<file path="src/rrhs_pkg.sv">
`default_nettype none

package rrhs_pkg;

  localparam int CountBits = 32;
  localparam int SumBits = 48;
  localparam int SqBits = 64;
  localparam int RrBits = 16;
  localparam int OutBits = 16;
  localparam int CfgIdxBits = 3;
  localparam int CfgDataBits = 16;
  localparam int QueueDepth = 4;
  localparam int QueuePtrBits = $clog2(QueueDepth);
  localparam int BpmScale = 60000;
  localparam int JumpScale = 100;
  localparam int ProdBits = 16 + CountBits;
  localparam int DivSteps = SqBits;
  localparam int SqrtSteps = SqBits / 2;
  localparam int StepBits = $clog2(DivSteps);

  localparam logic [RrBits-1:0] RrMinReset = 16'd300;
  localparam logic [RrBits-1:0] RrMaxReset = 16'd2000;
  localparam logic [9:0] JumpReset = 10'd20;
  localparam logic [7:0] ReanchorReset = 8'd5;
  localparam logic [15:0] MinDiffsReset = 16'd10;

  typedef logic [CountBits-1:0] count_t;

  typedef enum logic {
    OP_ADD   = 1'b0,
    OP_CLEAR = 1'b1
  } op_e;

  typedef enum logic [CfgIdxBits-1:0] {
    REG_RR_MIN    = 3'd0,
    REG_RR_MAX    = 3'd1,
    REG_JUMP      = 3'd2,
    REG_REANCHOR  = 3'd3,
    REG_MIN_DIFFS = 3'd4
  } cfg_reg_e;

  typedef struct packed {
    logic [RrBits-1:0] rr_min;
    logic [RrBits-1:0] rr_max;
    logic [9:0]        jump_percent;
    logic [7:0]        reanchor_after;
    logic [15:0]       min_diffs;
  } cfg_t;

  typedef struct packed {
    logic               accepted;
    count_t             accept_cnt;
    count_t             reject_cnt;
    count_t             diff_cnt;
    logic [SqBits-1:0]  sq_sum;
    logic [SumBits-1:0] int_sum;
    logic [15:0]        min_diffs;
  } snap_t;

endpackage

`default_nettype wire

</file>
<file path="src/rrhs_front.sv">
`default_nettype none

module rrhs_front (
  input  wire logic                       clk_i,
  input  wire logic                       rst_ni,
  input  wire logic                       take_i,
  input  wire logic                       opcode_i,
  input  wire logic [rrhs_pkg::RrBits-1:0] rr_ms_i,
  input  wire rrhs_pkg::cfg_t             cfg_i,
  output rrhs_pkg::snap_t                 snap_o
);

  logic [rrhs_pkg::RrBits-1:0]  prev_q, prev_d;
  logic                         chain_q, chain_d;
  logic [7:0]                   rir_q, rir_d;
  rrhs_pkg::count_t             acc_q, acc_d;
  rrhs_pkg::count_t             rej_q, rej_d;
  rrhs_pkg::count_t             diff_q, diff_d;
  logic [rrhs_pkg::SumBits-1:0] sum_q, sum_d;
  logic [rrhs_pkg::SqBits-1:0]  sq_q, sq_d;

  logic                         in_range;
  logic [rrhs_pkg::RrBits-1:0]  adiff;
  logic [25:0]                  lhs, rhs;
  logic                         jump;
  logic [7:0]                   rir_inc;
  logic [rrhs_pkg::SumBits:0]   sum_add;
  logic [31:0]                  sq_prod;
  logic [rrhs_pkg::SqBits:0]    sq_add;
  logic                         acc_flag;

  function automatic rrhs_pkg::count_t cnt_inc(rrhs_pkg::count_t c);
    return (&c) ? c : c + rrhs_pkg::count_t'(1);
  endfunction

  assign in_range = (rr_ms_i >= cfg_i.rr_min) && (rr_ms_i <= cfg_i.rr_max);
  assign adiff = (rr_ms_i >= prev_q) ? rr_ms_i - prev_q : prev_q - rr_ms_i;
  assign lhs = 26'(adiff) * 26'(rrhs_pkg::JumpScale);
  assign rhs = 26'(prev_q) * 26'(cfg_i.jump_percent);
  assign jump = lhs > rhs;
  assign rir_inc = (rir_q == 8'hFF) ? rir_q : rir_q + 8'd1;
  assign sum_add = {1'b0, sum_q} + (rrhs_pkg::SumBits + 1)'(rr_ms_i);
  assign sq_prod = 32'(adiff) * 32'(adiff);
  assign sq_add = {1'b0, sq_q} + (rrhs_pkg::SqBits + 1)'(sq_prod);

  always_comb begin
    logic take;
    take = 1'b0;
    prev_d = prev_q;
    chain_d = chain_q;
    rir_d = rir_q;
    acc_d = acc_q;
    rej_d = rej_q;
    diff_d = diff_q;
    sum_d = sum_q;
    sq_d = sq_q;
    if (rrhs_pkg::op_e'(opcode_i) == rrhs_pkg::OP_CLEAR) begin
      prev_d = '0;
      chain_d = 1'b0;
      rir_d = '0;
      acc_d = '0;
      rej_d = '0;
      diff_d = '0;
      sum_d = '0;
      sq_d = '0;
    end else if (!in_range) begin
      rej_d = cnt_inc(rej_q);
      chain_d = 1'b0;
      rir_d = rir_inc;
    end else if (prev_q == '0) begin
      take = 1'b1;
    end else if (jump) begin
      if (rir_inc >= cfg_i.reanchor_after) begin
        take = 1'b1;
      end else begin
        chain_d = 1'b0;
        rir_d = rir_inc;
        rej_d = cnt_inc(rej_q);
      end
    end else begin
      if (chain_q) begin
        sq_d = sq_add[rrhs_pkg::SqBits] ? '1 : sq_add[rrhs_pkg::SqBits-1:0];
        diff_d = cnt_inc(diff_q);
      end
      take = 1'b1;
    end
    if (take) begin
      acc_d = cnt_inc(acc_q);
      sum_d = sum_add[rrhs_pkg::SumBits] ? '1 : sum_add[rrhs_pkg::SumBits-1:0];
      prev_d = rr_ms_i;
      chain_d = 1'b1;
      rir_d = '0;
    end
    acc_flag = take;
  end

  always_ff @(posedge clk_i or negedge rst_ni) begin
    if (!rst_ni) begin
      prev_q <= '0;
      chain_q <= 1'b0;
      rir_q <= '0;
      acc_q <= '0;
      rej_q <= '0;
      diff_q <= '0;
      sum_q <= '0;
      sq_q <= '0;
    end else if (take_i) begin
      prev_q <= prev_d;
      chain_q <= chain_d;
      rir_q <= rir_d;
      acc_q <= acc_d;
      rej_q <= rej_d;
      diff_q <= diff_d;
      sum_q <= sum_d;
      sq_q <= sq_d;
    end
  end

  always_comb begin
    snap_o.accepted = acc_flag;
    snap_o.accept_cnt = acc_d;
    snap_o.reject_cnt = rej_d;
    snap_o.diff_cnt = diff_d;
    snap_o.sq_sum = sq_d;
    snap_o.int_sum = sum_d;
    snap_o.min_diffs = cfg_i.min_diffs;
  end

endmodule

`default_nettype wire

</file>
<file path="src/rrhs_queue.sv">
`default_nettype none

module rrhs_queue (
  input  wire logic            clk_i,
  input  wire logic            rst_ni,
  input  wire logic            wr_i,
  input  wire rrhs_pkg::snap_t wdata_i,
  input  wire logic            rd_i,
  output rrhs_pkg::snap_t      rdata_o,
  output logic                 full_o,
  output logic                 empty_o
);

  localparam int PtrBits = rrhs_pkg::QueuePtrBits;
  localparam logic [PtrBits-1:0] LastPtr = PtrBits'(rrhs_pkg::QueueDepth - 1);

  rrhs_pkg::snap_t        mem_q [rrhs_pkg::QueueDepth];
  logic [PtrBits-1:0]     wr_ptr_q, wr_ptr_d;
  logic [PtrBits-1:0]     rd_ptr_q, rd_ptr_d;
  logic [PtrBits:0]       cnt_q, cnt_d;
  logic                   do_wr, do_rd;

  assign full_o = (cnt_q == (PtrBits + 1)'(rrhs_pkg::QueueDepth));
  assign empty_o = (cnt_q == '0);
  assign do_wr = wr_i && !full_o;
  assign do_rd = rd_i && !empty_o;
  assign rdata_o = mem_q[rd_ptr_q];

  always_comb begin
    wr_ptr_d = wr_ptr_q;
    rd_ptr_d = rd_ptr_q;
    cnt_d = cnt_q;
    if (do_wr) begin
      wr_ptr_d = (wr_ptr_q == LastPtr) ? '0 : wr_ptr_q + PtrBits'(1);
    end
    if (do_rd) begin
      rd_ptr_d = (rd_ptr_q == LastPtr) ? '0 : rd_ptr_q + PtrBits'(1);
    end
    if (do_wr && !do_rd) begin
      cnt_d = cnt_q + (PtrBits + 1)'(1);
    end else if (!do_wr && do_rd) begin
      cnt_d = cnt_q - (PtrBits + 1)'(1);
    end
  end

  always_ff @(posedge clk_i or negedge rst_ni) begin
    if (!rst_ni) begin
      wr_ptr_q <= '0;
      rd_ptr_q <= '0;
      cnt_q <= '0;
    end else begin
      wr_ptr_q <= wr_ptr_d;
      rd_ptr_q <= rd_ptr_d;
      cnt_q <= cnt_d;
    end
  end

  always_ff @(posedge clk_i) begin
    if (do_wr) begin
      mem_q[wr_ptr_q] <= wdata_i;
    end
  end

endmodule

`default_nettype wire

</file>
<file path="src/rrhs_back.sv">
`default_nettype none

module rrhs_back (
  input  wire logic                         clk_i,
  input  wire logic                         rst_ni,
  input  wire logic                         q_empty_i,
  input  wire rrhs_pkg::snap_t              q_data_i,
  output logic                              q_pop_o,
  input  wire logic                         out_pop_i,
  output logic                              out_valid_o,
  output logic                              accepted_o,
  output rrhs_pkg::count_t                  acc_cnt_o,
  output rrhs_pkg::count_t                  rej_cnt_o,
  output logic [rrhs_pkg::OutBits-1:0]      rmssd_o,
  output logic [rrhs_pkg::OutBits-1:0]      bpm_o
);

  localparam int CB = rrhs_pkg::CountBits;
  localparam int SB = rrhs_pkg::SumBits;
  localparam int QB = rrhs_pkg::SqBits;
  localparam int OB = rrhs_pkg::OutBits;
  localparam int TB = rrhs_pkg::StepBits;

  typedef enum logic [4:0] {
    S_IDLE = 5'b00001,
    S_MUL  = 5'b00010,
    S_DIV  = 5'b00100,
    S_SQRT = 5'b01000,
    S_DONE = 5'b10000
  } state_e;

  state_e            state_q, state_d;
  rrhs_pkg::snap_t   snap_q;
  logic [TB-1:0]     step_q;
  logic [QB-1:0]     num1_q;
  logic [CB-1:0]     rem1_q;
  logic [QB-1:0]     num2_q;
  logic [SB-1:0]     rem2_q;
  logic [QB-1:0]     rest_q, root_q, bit_q;
  logic              out_valid_q;
  logic              acc_q;
  rrhs_pkg::count_t  acc_cnt_q, rej_cnt_q;
  logic [OB-1:0]     rmssd_q, bpm_q;

  logic [CB:0]       sh1;
  logic              ge1;
  logic [SB:0]       sh2;
  logic              ge2;
  logic [QB-1:0]     trial;
  logic              ge_sq;
  logic [rrhs_pkg::ProdBits-1:0] prod;
  logic              rmssd_ok, bpm_ok, out_free;

  assign sh1 = {rem1_q, num1_q[QB-1]};
  assign ge1 = sh1 >= {1'b0, snap_q.diff_cnt};
  assign sh2 = {rem2_q, num2_q[QB-1]};
  assign ge2 = sh2 >= {1'b0, snap_q.int_sum};
  assign trial = root_q + bit_q;
  assign ge_sq = rest_q >= trial;
  assign prod = rrhs_pkg::ProdBits'(rrhs_pkg::BpmScale) * rrhs_pkg::ProdBits'(snap_q.accept_cnt);
  assign rmssd_ok = (snap_q.diff_cnt != '0) && (32'(snap_q.diff_cnt) >= 32'(snap_q.min_diffs));
  assign bpm_ok = (snap_q.accept_cnt != '0) && (snap_q.int_sum != '0);
  assign out_free = !out_valid_q || out_pop_i;
  assign q_pop_o = (state_q == S_IDLE) && !q_empty_i;

  always_comb begin
    state_d = state_q;
    case (state_q)
      S_IDLE: if (!q_empty_i) state_d = S_MUL;
      S_MUL:  state_d = S_DIV;
      S_DIV:  if (step_q == TB'(rrhs_pkg::DivSteps - 1)) state_d = S_SQRT;
      S_SQRT: if (step_q == TB'(rrhs_pkg::SqrtSteps - 1)) state_d = S_DONE;
      S_DONE: if (out_free) state_d = S_IDLE;
      default: state_d = S_IDLE;
    endcase
  end

  always_ff @(posedge clk_i or negedge rst_ni) begin
    if (!rst_ni) begin
      state_q <= S_IDLE;
      out_valid_q <= 1'b0;
    end else begin
      state_q <= state_d;
      if (state_q == S_DONE && out_free) begin
        out_valid_q <= 1'b1;
      end else if (out_pop_i) begin
        out_valid_q <= 1'b0;
      end
    end
  end

  always_ff @(posedge clk_i) begin
    case (state_q)
      S_IDLE: begin
        snap_q <= q_data_i;
      end
      S_MUL: begin
        num1_q <= snap_q.sq_sum;
        rem1_q <= '0;
        num2_q <= QB'(prod);
        rem2_q <= '0;
        step_q <= '0;
      end
      S_DIV: begin
        rem1_q <= ge1 ? CB'(sh1 - {1'b0, snap_q.diff_cnt}) : sh1[CB-1:0];
        num1_q <= {num1_q[QB-2:0], ge1};
        rem2_q <= ge2 ? SB'(sh2 - {1'b0, snap_q.int_sum}) : sh2[SB-1:0];
        num2_q <= {num2_q[QB-2:0], ge2};
        step_q <= step_q + TB'(1);
        rest_q <= {num1_q[QB-2:0], ge1};
        root_q <= '0;
        bit_q <= QB'(1) << (QB - 2);
      end
      S_SQRT: begin
        if (ge_sq) begin
          rest_q <= rest_q - trial;
          root_q <= (root_q >> 1) + bit_q;
        end else begin
          root_q <= root_q >> 1;
        end
        bit_q <= bit_q >> 2;
        step_q <= step_q + TB'(1);
      end
      S_DONE: begin
        if (out_free) begin
          acc_q <= snap_q.accepted;
          acc_cnt_q <= snap_q.accept_cnt;
          rej_cnt_q <= snap_q.reject_cnt;
          if (!rmssd_ok) begin
            rmssd_q <= '0;
          end else if (|root_q[QB-1:OB]) begin
            rmssd_q <= '1;
          end else begin
            rmssd_q <= root_q[OB-1:0];
          end
          if (!bpm_ok) begin
            bpm_q <= '0;
          end else if (|num2_q[QB-1:OB]) begin
            bpm_q <= '1;
          end else begin
            bpm_q <= num2_q[OB-1:0];
          end
        end
      end
      default: begin
        step_q <= step_q;
      end
    endcase
  end

  assign out_valid_o = out_valid_q;
  assign accepted_o = acc_q;
  assign acc_cnt_o = acc_cnt_q;
  assign rej_cnt_o = rej_cnt_q;
  assign rmssd_o = rmssd_q;
  assign bpm_o = bpm_q;

endmodule

`default_nettype wire

</file>
<file path="src/rr_interval_hrv_stats_core.sv">
// An item accepted at the input waits in the queue; the back end takes it from
// the queue, forms the rate product, runs the serial dividers, runs the square root and
// registers the result.
// The back end takes no new item until it is through with the last one; the queue holds
// up to four classified items while the back end is busy.
// Reset: asynchronous and active low; it clears all statistics, empties the
// queue and returns the configuration registers to their default values.
`default_nettype none

module rr_interval_hrv_stats_core (
  input  wire logic                              clk_i,
  input  wire logic                              rst_ni,
  input  wire logic                              cfg_we_i,
  input  wire logic [rrhs_pkg::CfgIdxBits-1:0]   cfg_idx_i,
  input  wire logic [rrhs_pkg::CfgDataBits-1:0]  cfg_wdata_i,
  input  wire logic                              push,
  output logic                                   full,
  input  wire logic                              opcode_i,
  input  wire logic [15:0]                       rr_ms_i,
  output logic                                   empty,
  input  wire logic                              pop,
  output logic                                   accepted_o,
  output logic [31:0]                            accepted_count_o,
  output logic [31:0]                            rejected_count_o,
  output logic [15:0]                            rmssd_ms_o,
  output logic [15:0]                            mean_bpm_o
);

  rrhs_pkg::cfg_t   cfg_q;
  rrhs_pkg::snap_t  front_snap, q_data;
  logic             take, q_full, q_empty, q_pop, out_valid;
  rrhs_pkg::count_t acc_cnt, rej_cnt;

  always_ff @(posedge clk_i or negedge rst_ni) begin
    if (!rst_ni) begin
      cfg_q.rr_min <= rrhs_pkg::RrMinReset;
      cfg_q.rr_max <= rrhs_pkg::RrMaxReset;
      cfg_q.jump_percent <= rrhs_pkg::JumpReset;
      cfg_q.reanchor_after <= rrhs_pkg::ReanchorReset;
      cfg_q.min_diffs <= rrhs_pkg::MinDiffsReset;
    end else if (cfg_we_i) begin
      case (rrhs_pkg::cfg_reg_e'(cfg_idx_i))
        rrhs_pkg::REG_RR_MIN:    cfg_q.rr_min <= cfg_wdata_i;
        rrhs_pkg::REG_RR_MAX:    cfg_q.rr_max <= cfg_wdata_i;
        rrhs_pkg::REG_JUMP:      cfg_q.jump_percent <= cfg_wdata_i[9:0];
        rrhs_pkg::REG_REANCHOR:  cfg_q.reanchor_after <= cfg_wdata_i[7:0];
        rrhs_pkg::REG_MIN_DIFFS: cfg_q.min_diffs <= cfg_wdata_i;
        default: cfg_q <= cfg_q;
      endcase
    end
  end

  assign take = push && !q_full;
  assign full = q_full;

  rrhs_front u_front (
    .clk_i    (clk_i),
    .rst_ni   (rst_ni),
    .take_i   (take),
    .opcode_i (opcode_i),
    .rr_ms_i  (rr_ms_i),
    .cfg_i    (cfg_q),
    .snap_o   (front_snap)
  );

  rrhs_queue u_queue (
    .clk_i   (clk_i),
    .rst_ni  (rst_ni),
    .wr_i    (take),
    .wdata_i (front_snap),
    .rd_i    (q_pop),
    .rdata_o (q_data),
    .full_o  (q_full),
    .empty_o (q_empty)
  );

  rrhs_back u_back (
    .clk_i       (clk_i),
    .rst_ni      (rst_ni),
    .q_empty_i   (q_empty),
    .q_data_i    (q_data),
    .q_pop_o     (q_pop),
    .out_pop_i   (pop && out_valid),
    .out_valid_o (out_valid),
    .accepted_o  (accepted_o),
    .acc_cnt_o   (acc_cnt),
    .rej_cnt_o   (rej_cnt),
    .rmssd_o     (rmssd_ms_o),
    .bpm_o       (mean_bpm_o)
  );

  assign empty = !out_valid;
  assign accepted_count_o = 32'(acc_cnt);
  assign rejected_count_o = 32'(rej_cnt);

endmodule

`default_nettype wire

</file>
<file path="config.mk">
export PLATFORM = sky130hd
export DESIGN_NAME = rr_interval_hrv_stats_core
export DESIGN_NICKNAME = d
export VERILOG_FILES = /design/src/rrhs_pkg.sv /design/src/rrhs_front.sv /design/src/rrhs_queue.sv /design/src/rrhs_back.sv /design/src/rr_interval_hrv_stats_core.sv
export SDC_FILE = /design/constraint.sdc
export NUM_CORES = 2
export LEC_CHECK = 0
export BUFFER_PORTS_ARGS = -buffer_cell sky130_fd_sc_hd__buf_2
export CAP_MARGIN = 40
export CORE_MARGIN = 4
export CORE_UTILIZATION = 40
export DETAILED_ROUTE_END_ITERATION = 6
export PLACE_DENSITY = 0.65
export SYNTH_ARGS = -nofsm -noshare
export SYNTH_HDL_FRONTEND = slang
export SYNTH_HIERARCHICAL = 1
export SYNTH_SLANG_ARGS = --single-unit
</file>
<file path="constraint.sdc">
create_clock -name clk_i -period 23.5 [get_ports clk_i]
set_input_delay 5.875 -clock clk_i [delete_from_list [all_inputs] [get_ports clk_i]]
set_output_delay 5.875 -clock clk_i [all_outputs]
set_load 0.01 [all_outputs]
</file>
# Word level (Yosys, flattened, before mapping)
# Memories as Yosys holds them, arrays and structs flattened. A register that Yosys moved wholly into a read port is not among the register bits.
# Index checks and enable logic that the tools add are counted.
[word_totals] rom_bits=0 memories=1 out_inout_bits=99 ff_bits=815 mem_bits_rw=900 input_bits=41 latch_bits=0 elab_cells=203
[op_classes] add_sub_neg=18 magnitude_cmp=9 n_reduce_logical=45 n_div=0 mul=4 bitwise_logic=0 shifts=0 n_mux=72 n_eq_ne=23
[mem_list] name="u_queue.mem_q" depth=4 word_bits=225 read_ports=1 rd_ports_with_merged_regs=1 wr=1 line="rrhs_queue.sv:17" text="rrhs_pkg::snap_t mem_q [rrhs_pkg::QueueDepth];"
[ops] operator="64-bit one-hot mux with 2 select lines" count=5
[ops] operator="32-bit 2-to-1 mux" count=16
[ops] operator="64-bit 2-to-1 mux" count=8
[ops] operator="48-bit 2-to-1 mux" count=4
[ops] operator="32-bit by 1-bit adder with 32-bit output, second input constant" count=3
[ops] operator="48-bit one-hot mux with 2 select lines" count=1
[ops] operator="32-bit AND reduction" count=3
[ops] operator="48-bit OR reduction" count=2
[ops] operator="16-bit 2-to-1 mux" count=5
[ops] operator="64-bit by 32-bit adder with 65-bit output" count=1
[ops] operator="63-bit by 64-bit adder with 64-bit output" count=1
[ops] operator="64-bit adder" count=1
[ops] operator="64-bit greater-or-equal comparator" count=1
[ops] operator="32-bit one-hot mux with 2 select lines" count=1
[ops] operator="32-bit nonzero test" count=2
[ops] operator="64-bit subtractor" count=1
[ops] operator="8-bit 2-to-1 mux" count=7
[ops] operator="48-bit by 16-bit adder with 49-bit output" count=1
[ops] operator="49-bit by 48-bit greater-or-equal comparator with 1-bit output" count=1
[ops] operator="48-bit nonzero test" count=1
[ops] operator="48-bit subtractor" count=1
[ops] operator="11-bit by 32-bit multiplier with 43-bit output, first input constant" count=1
[ops] operator="33-bit by 32-bit greater-or-equal comparator with 1-bit output" count=1
[ops] operator="16-bit greater-or-equal comparator" count=2
[ops] operator="other kinds (44)" count=101

# Logic depth before layout (Yosys ltp)
[depth] word_depth=10 ltp_mapped=42

# Hierarchy
# Netlist, hierarchy kept.
[modules_own_cells] module="rrhs_back" area_each_um2=46418.3 cells_per_inst=4494 n_inst=1
[modules_own_cells] module="rrhs_front" area_each_um2=35173.7 cells_per_inst=4354 n_inst=1
[modules_own_cells] module="rrhs_queue" area_each_um2=32811.5 cells_per_inst=1212 n_inst=1
[modules_own_cells] module="rr_interval_hrv_stats_core" area_each_um2=2563.7 cells_per_inst=146 n_inst=1

# Worst setup path after synthesis
# No wires, ideal clock.
[synth_timing] kind="register -> register" startpoint="reg u_back.state_q[3]" endpoint="reg u_back.num1_q[0], enable pin" path_buffers=1 slack_ps=1939 path_stages_with_launch=3 arrival_time_ps=20276 required_time_ps=22215 setup_time_ps=1285 cell_sequence="dfrtp_1 clkbuf_1 nor4_1"
[synth_between] elab_chain_len=2 word_cells_on_any_way=3 cone_classes="eq/ne: 2; reduce/logical: 1"
[synth_rtl] element="from (decl)" line="rrhs_back.sv:32" text="state_e state_q, state_d;"
[synth_rtl] element="from (signal assigned)" line="rrhs_back.sv:83" text="state_q <= state_d;"
[synth_rtl] element="5-bit by 2-bit equality test with 1-bit output / 5-bit by 3-bit equality test with 1-bit output (equally long branches)" line="rrhs_back.sv:93" text="case (state_q)"
[synth_rtl] element="2-bit nonzero test (no source line) (*)"
[synth_rtl] element="to (signal assigned)" line="rrhs_back.sv:98" text="num1_q <= snap_q.sq_sum;"
[synth_rtl] element="to (signal assigned)" line="rrhs_back.sv:106" text="num1_q <= {num1_q[QB-2:0], ge1};"
[synth_rtl] element="to (decl)" line="rrhs_back.sv:35" text="logic [QB-1:0] num1_q;"
# Every way passes the cells marked *; elsewhere a longest branch is shown, timed or not.
# A chain may end at the register's enable or synchronous reset.

==> results.ini <==
[critical_path]
crit_arrival_ps = 16960
crit_path_end_kind = flip-flop
critical-path-max-stage-delay_ps = 770
crit_path_frequent_cell = fa_1
required_ps = 24090
r2r_end = u_queue/mem_q[0][127]
rrSetupSlack_ps = 11560
worst-path-buf-inv = 7
rr_startpoint = u_front/prev_q[8]
path_max_fanout = 12
crit_slowest_cell = o21ai_1
path_class = input pin to flip-flop
rr_worst_depth = 32
critical-path-top-delay-family = adder cells
startpoint_type = input pin

[synthesis]
ys_seq_area_share_pct = 47.7
syn_inst = 10200
avgSynthCellArea_um2 = 11.5
synth_area_um2 = 117000
yosys.area.top_type = edfxtp_1
synthTopCellsByArea = edfxtp_1, fa_1, ha_1, dfrtp_1, mux4_2
synth_async_sr_flop_share_pct = 16.4
synth_edf_count = 1596
ys_types = 124
synth_nets = 11400
synth_top_area_share_pct = 41.0
ys.flop_type = edfxtp_1
ys_ff_latch = 1908
yosys_warnings = 6

[sta]
slew_headroom_pct = 36.5
hold_viol_final = 0
worst_slew_pin_slew_ps = 946
maxClockFrequency_mhz = 61.1
slew_violations = 0
fin_skew_ps = 110
grt_setup_unrepaired = no
finalSetupViolations = 0
fin_crit_sh_pct = 69.6
fin_crit_ps = 16370
setup_tns_ps = 0

[final_layout]
fillers = 26500
layout.nets = 11400
layout-area-overhead-vs-synth_pct = 10.4
drive_gt1_share_pct = 10.4
design_area_um2 = 129000

[detailed_routing]
vias = 79700
wl_per_cell_um = 20.9
wl_mm = 298
viasPerCell = 5.58
drt_iter0_markers = 6784
drtAntennaViolNets = 0
drc = 7
drt_first_pass_iters = 7

[cts]
cts.sinks = 1908
root_buffer = clkbuf_16
cts_tree = yes
cts-htree-levels = 4
cts.reportedPaths.clkPinSlew_ps = 70
cts_setup_buffers = 0
cts_hold_buf = 0
cts_inserted_buffers = 202
cts_buffer_depth = 4
cts-resized-gates = 0
clk-insertion-delay-late_ps = 890

[global_route]
grt_pass1_vias = 81200
gr-total-overflow = 0
antenna_found_initial = 11
grt_pass1_wl_mm = 469
grt.total_usage_pct = 19.5
grt_max_degree = 145

[hold_path]
hold_path_end = u_back/rej_cnt_o[13]
hold_depth = 0
hold_class = flip-flop to flip-flop
min_from = u_back/snap_q[173]

[outcome]
failed_checks = design-rule violations
outcome = finished, violations left

[die]
boundaryPins = 140
placementRows = 198
start_util_pct = 40.2
die-width_um = 549
fp.dieH_um = 549
core-area_um2 = 291000
die-area_um2 = 301000

[placed_design]
gp_congestion = 0.907
portBuffers = 139
dpl.hpwl_mm = 214
placed_area_um2 = 122000

[flow_run]
drv_cap = 0

==> routing by layer <==
metal | global-route usage [%] | routed length [µm] | up-vias | share of wire, %
met3 | 2.03 | 14700 | 433 | 4.9
met2 | 31.9 | 139000 | 2349 | 47
met4 | 4.94 | 7290 | 0 | 2.4
met1 | 27.8 | 137000 | 40000 | 46
met5 | 0 | 0 | - | 0
li1 | - | - | 36900 | -
==> how the worst max path moves through the flow <==
stage	start	endpoint	slack (ps)	cells past startpoint
after floorplan	u_back/state_q[3]	u_back/num1_q[0]	1940	2
after global placement	rr_ms_i[8]	u_queue/mem_q[0][127]	6540	34
after detailed placement	rr_ms_i[0]	u_queue/mem_q[0][127]	6330	35
after CTS	rr_ms_i[0]	u_queue/mem_q[0][127]	7250	35
after global routing	rr_ms_i[0]	u_queue/mem_q[0][127]	6380	35
final	rr_ms_i[0]	u_queue/mem_q[0][127]	7130	35
==> state kept, by name (all words and copies together), names as in the netlist, 3 cells and up <==
signal / count
u_back/root_q: 64
u_back/acc_cnt_o: 32
u_back/rem2_q: 48
u_front/rir_q: 8
u_back/rest_q: 64
u_back/bit_q: 32
u_queue/mem_q: 900
u_front/rej_q: 32
u_back/rem1_q: 32
u_front/prev_q: 16
u_back/state_q: 5
u_front/acc_q: 32
u_back/rej_cnt_o: 32
u_back/rmssd_o: 16
u_back/bpm_o: 16
u_back/num2_q: 64
cfg_q: 66
u_back/snap_q: 225
u_front/sum_q: 48
u_back/step_q: 6
u_back/num1_q: 64
u_queue/cnt_q: 3
u_front/diff_q: 32
u_front/sq_q: 64
==> synth_stat cells, types with 27 or more instances <==
cell and instances:
edfxtp_1 1596, nand2_1 1068, inv_1 987, ha_1 695, nor2_1 627, a21oi_1 535, fa_1 465, o21ai_0 441
clkbuf_1 301, dfrtp_1 295, xnor2_1 228, mux4_2 225, xor2_1 210, a21o_1 191, nand3_1 170, and3_1 141
and2_1 137, nand4_1 135, nor3_1 119, a31oi_1 118, a211oi_1 113, buf_2 97, o21a_1 96, nor4_1 77
mux2_2 74, nor2b_1 62, o21bai_1 60, o31ai_1 56, o211ai_1 53, mux2i_1 47, buf_4 43, or3_1 43
a21boi_0 42, a31o_2 37, nand2b_1 37, a311oi_1 34, a22o_1 33, o22ai_1 32, and4_1 27
==> layout make-up <==
cell class | count | area [µm²] | share of cell area, %
Clock inverter | 129 | 1690 | 1.31
Multi-Input combinational cell | 6836 | 55500 | 43.0
Antenna cell | 4 | 10.0 | 0.00775
Inverter | 992 | 3740 | 2.90
Sequential cell | 1908 | 55800 | 43.2
Timing Repair Buffer | 274 | 2220 | 1.72
Tap cell | 3900 | 4880 | 3.78
Clock buffer | 235 | 5300 | 4.11
==> placed cells by master, fill, tap and decap left out, types with 56 or more instances in the layout <==
| master | netlist | routed |
|---|---|---|
| edfxtp_1 | 1596 | 1596 |
| nand2_1 | 1068 | 1066 |
| inv_1 | 987 | 983 |
| ha_1 | 695 | 695 |
| nor2_1 | 627 | 622 |
| a21oi_1 | 535 | 533 |
| fa_1 | 465 | 465 |
| o21ai_0 | 441 | 441 |
| dfrtp_1 | 295 | 293 |
| xnor2_1 | 228 | 227 |
| mux4_2 | 225 | 225 |
| xor2_1 | 210 | 210 |
| clkbuf_16 | 0 | 204 |
| a21o_1 | 191 | 191 |
| nand3_1 | 170 | 170 |
| and3_1 | 141 | 141 |
| buf_2 | 97 | 140 |
| nand4_1 | 135 | 135 |
| and2_1 | 137 | 134 |
| nor3_1 | 119 | 118 |
| a31oi_1 | 118 | 117 |
| a211oi_1 | 113 | 113 |
| buf_4 | 43 | 101 |
| o21a_1 | 96 | 96 |
| mux2_2 | 74 | 74 |
| nor4_1 | 77 | 74 |
| nor2b_1 | 62 | 61 |
| o21bai_1 | 60 | 60 |
| o31ai_1 | 56 | 56 |
==> logic make-up after synthesis <==
| family | after synthesis | share of synthesized area [%] |
|---|---|---|
| xor+xnor | 442 | 3.34 |
| mux | 347 | 5.46 |
| flops | 1908 | 47.7 |
| fa+ha+maj | 1160 | 15.4 |
| simple gates | 2758 | 11.1 |
| buf+inv | 1462 | 5.03 |
| compound gates | 2129 | 12.0 |
==> stage by stage <==
stage	cells	hold slack [ps]	utilization, %	worst slack (ps)
3_5_place_dp	13900	405	41.9	6330
5_1_grt	14300	406	44.3	6380
6_report	14300	385	44.3	7130
3_3_place_gp	13900	408	41.7	6540
2_1_floorplan	10200	400	-	1940
4_1_cts	14300	392	44.3	7250
Power is not shown: default switching activity piles up to over one toggle a cycle in this logic, so the estimate is an artifact.
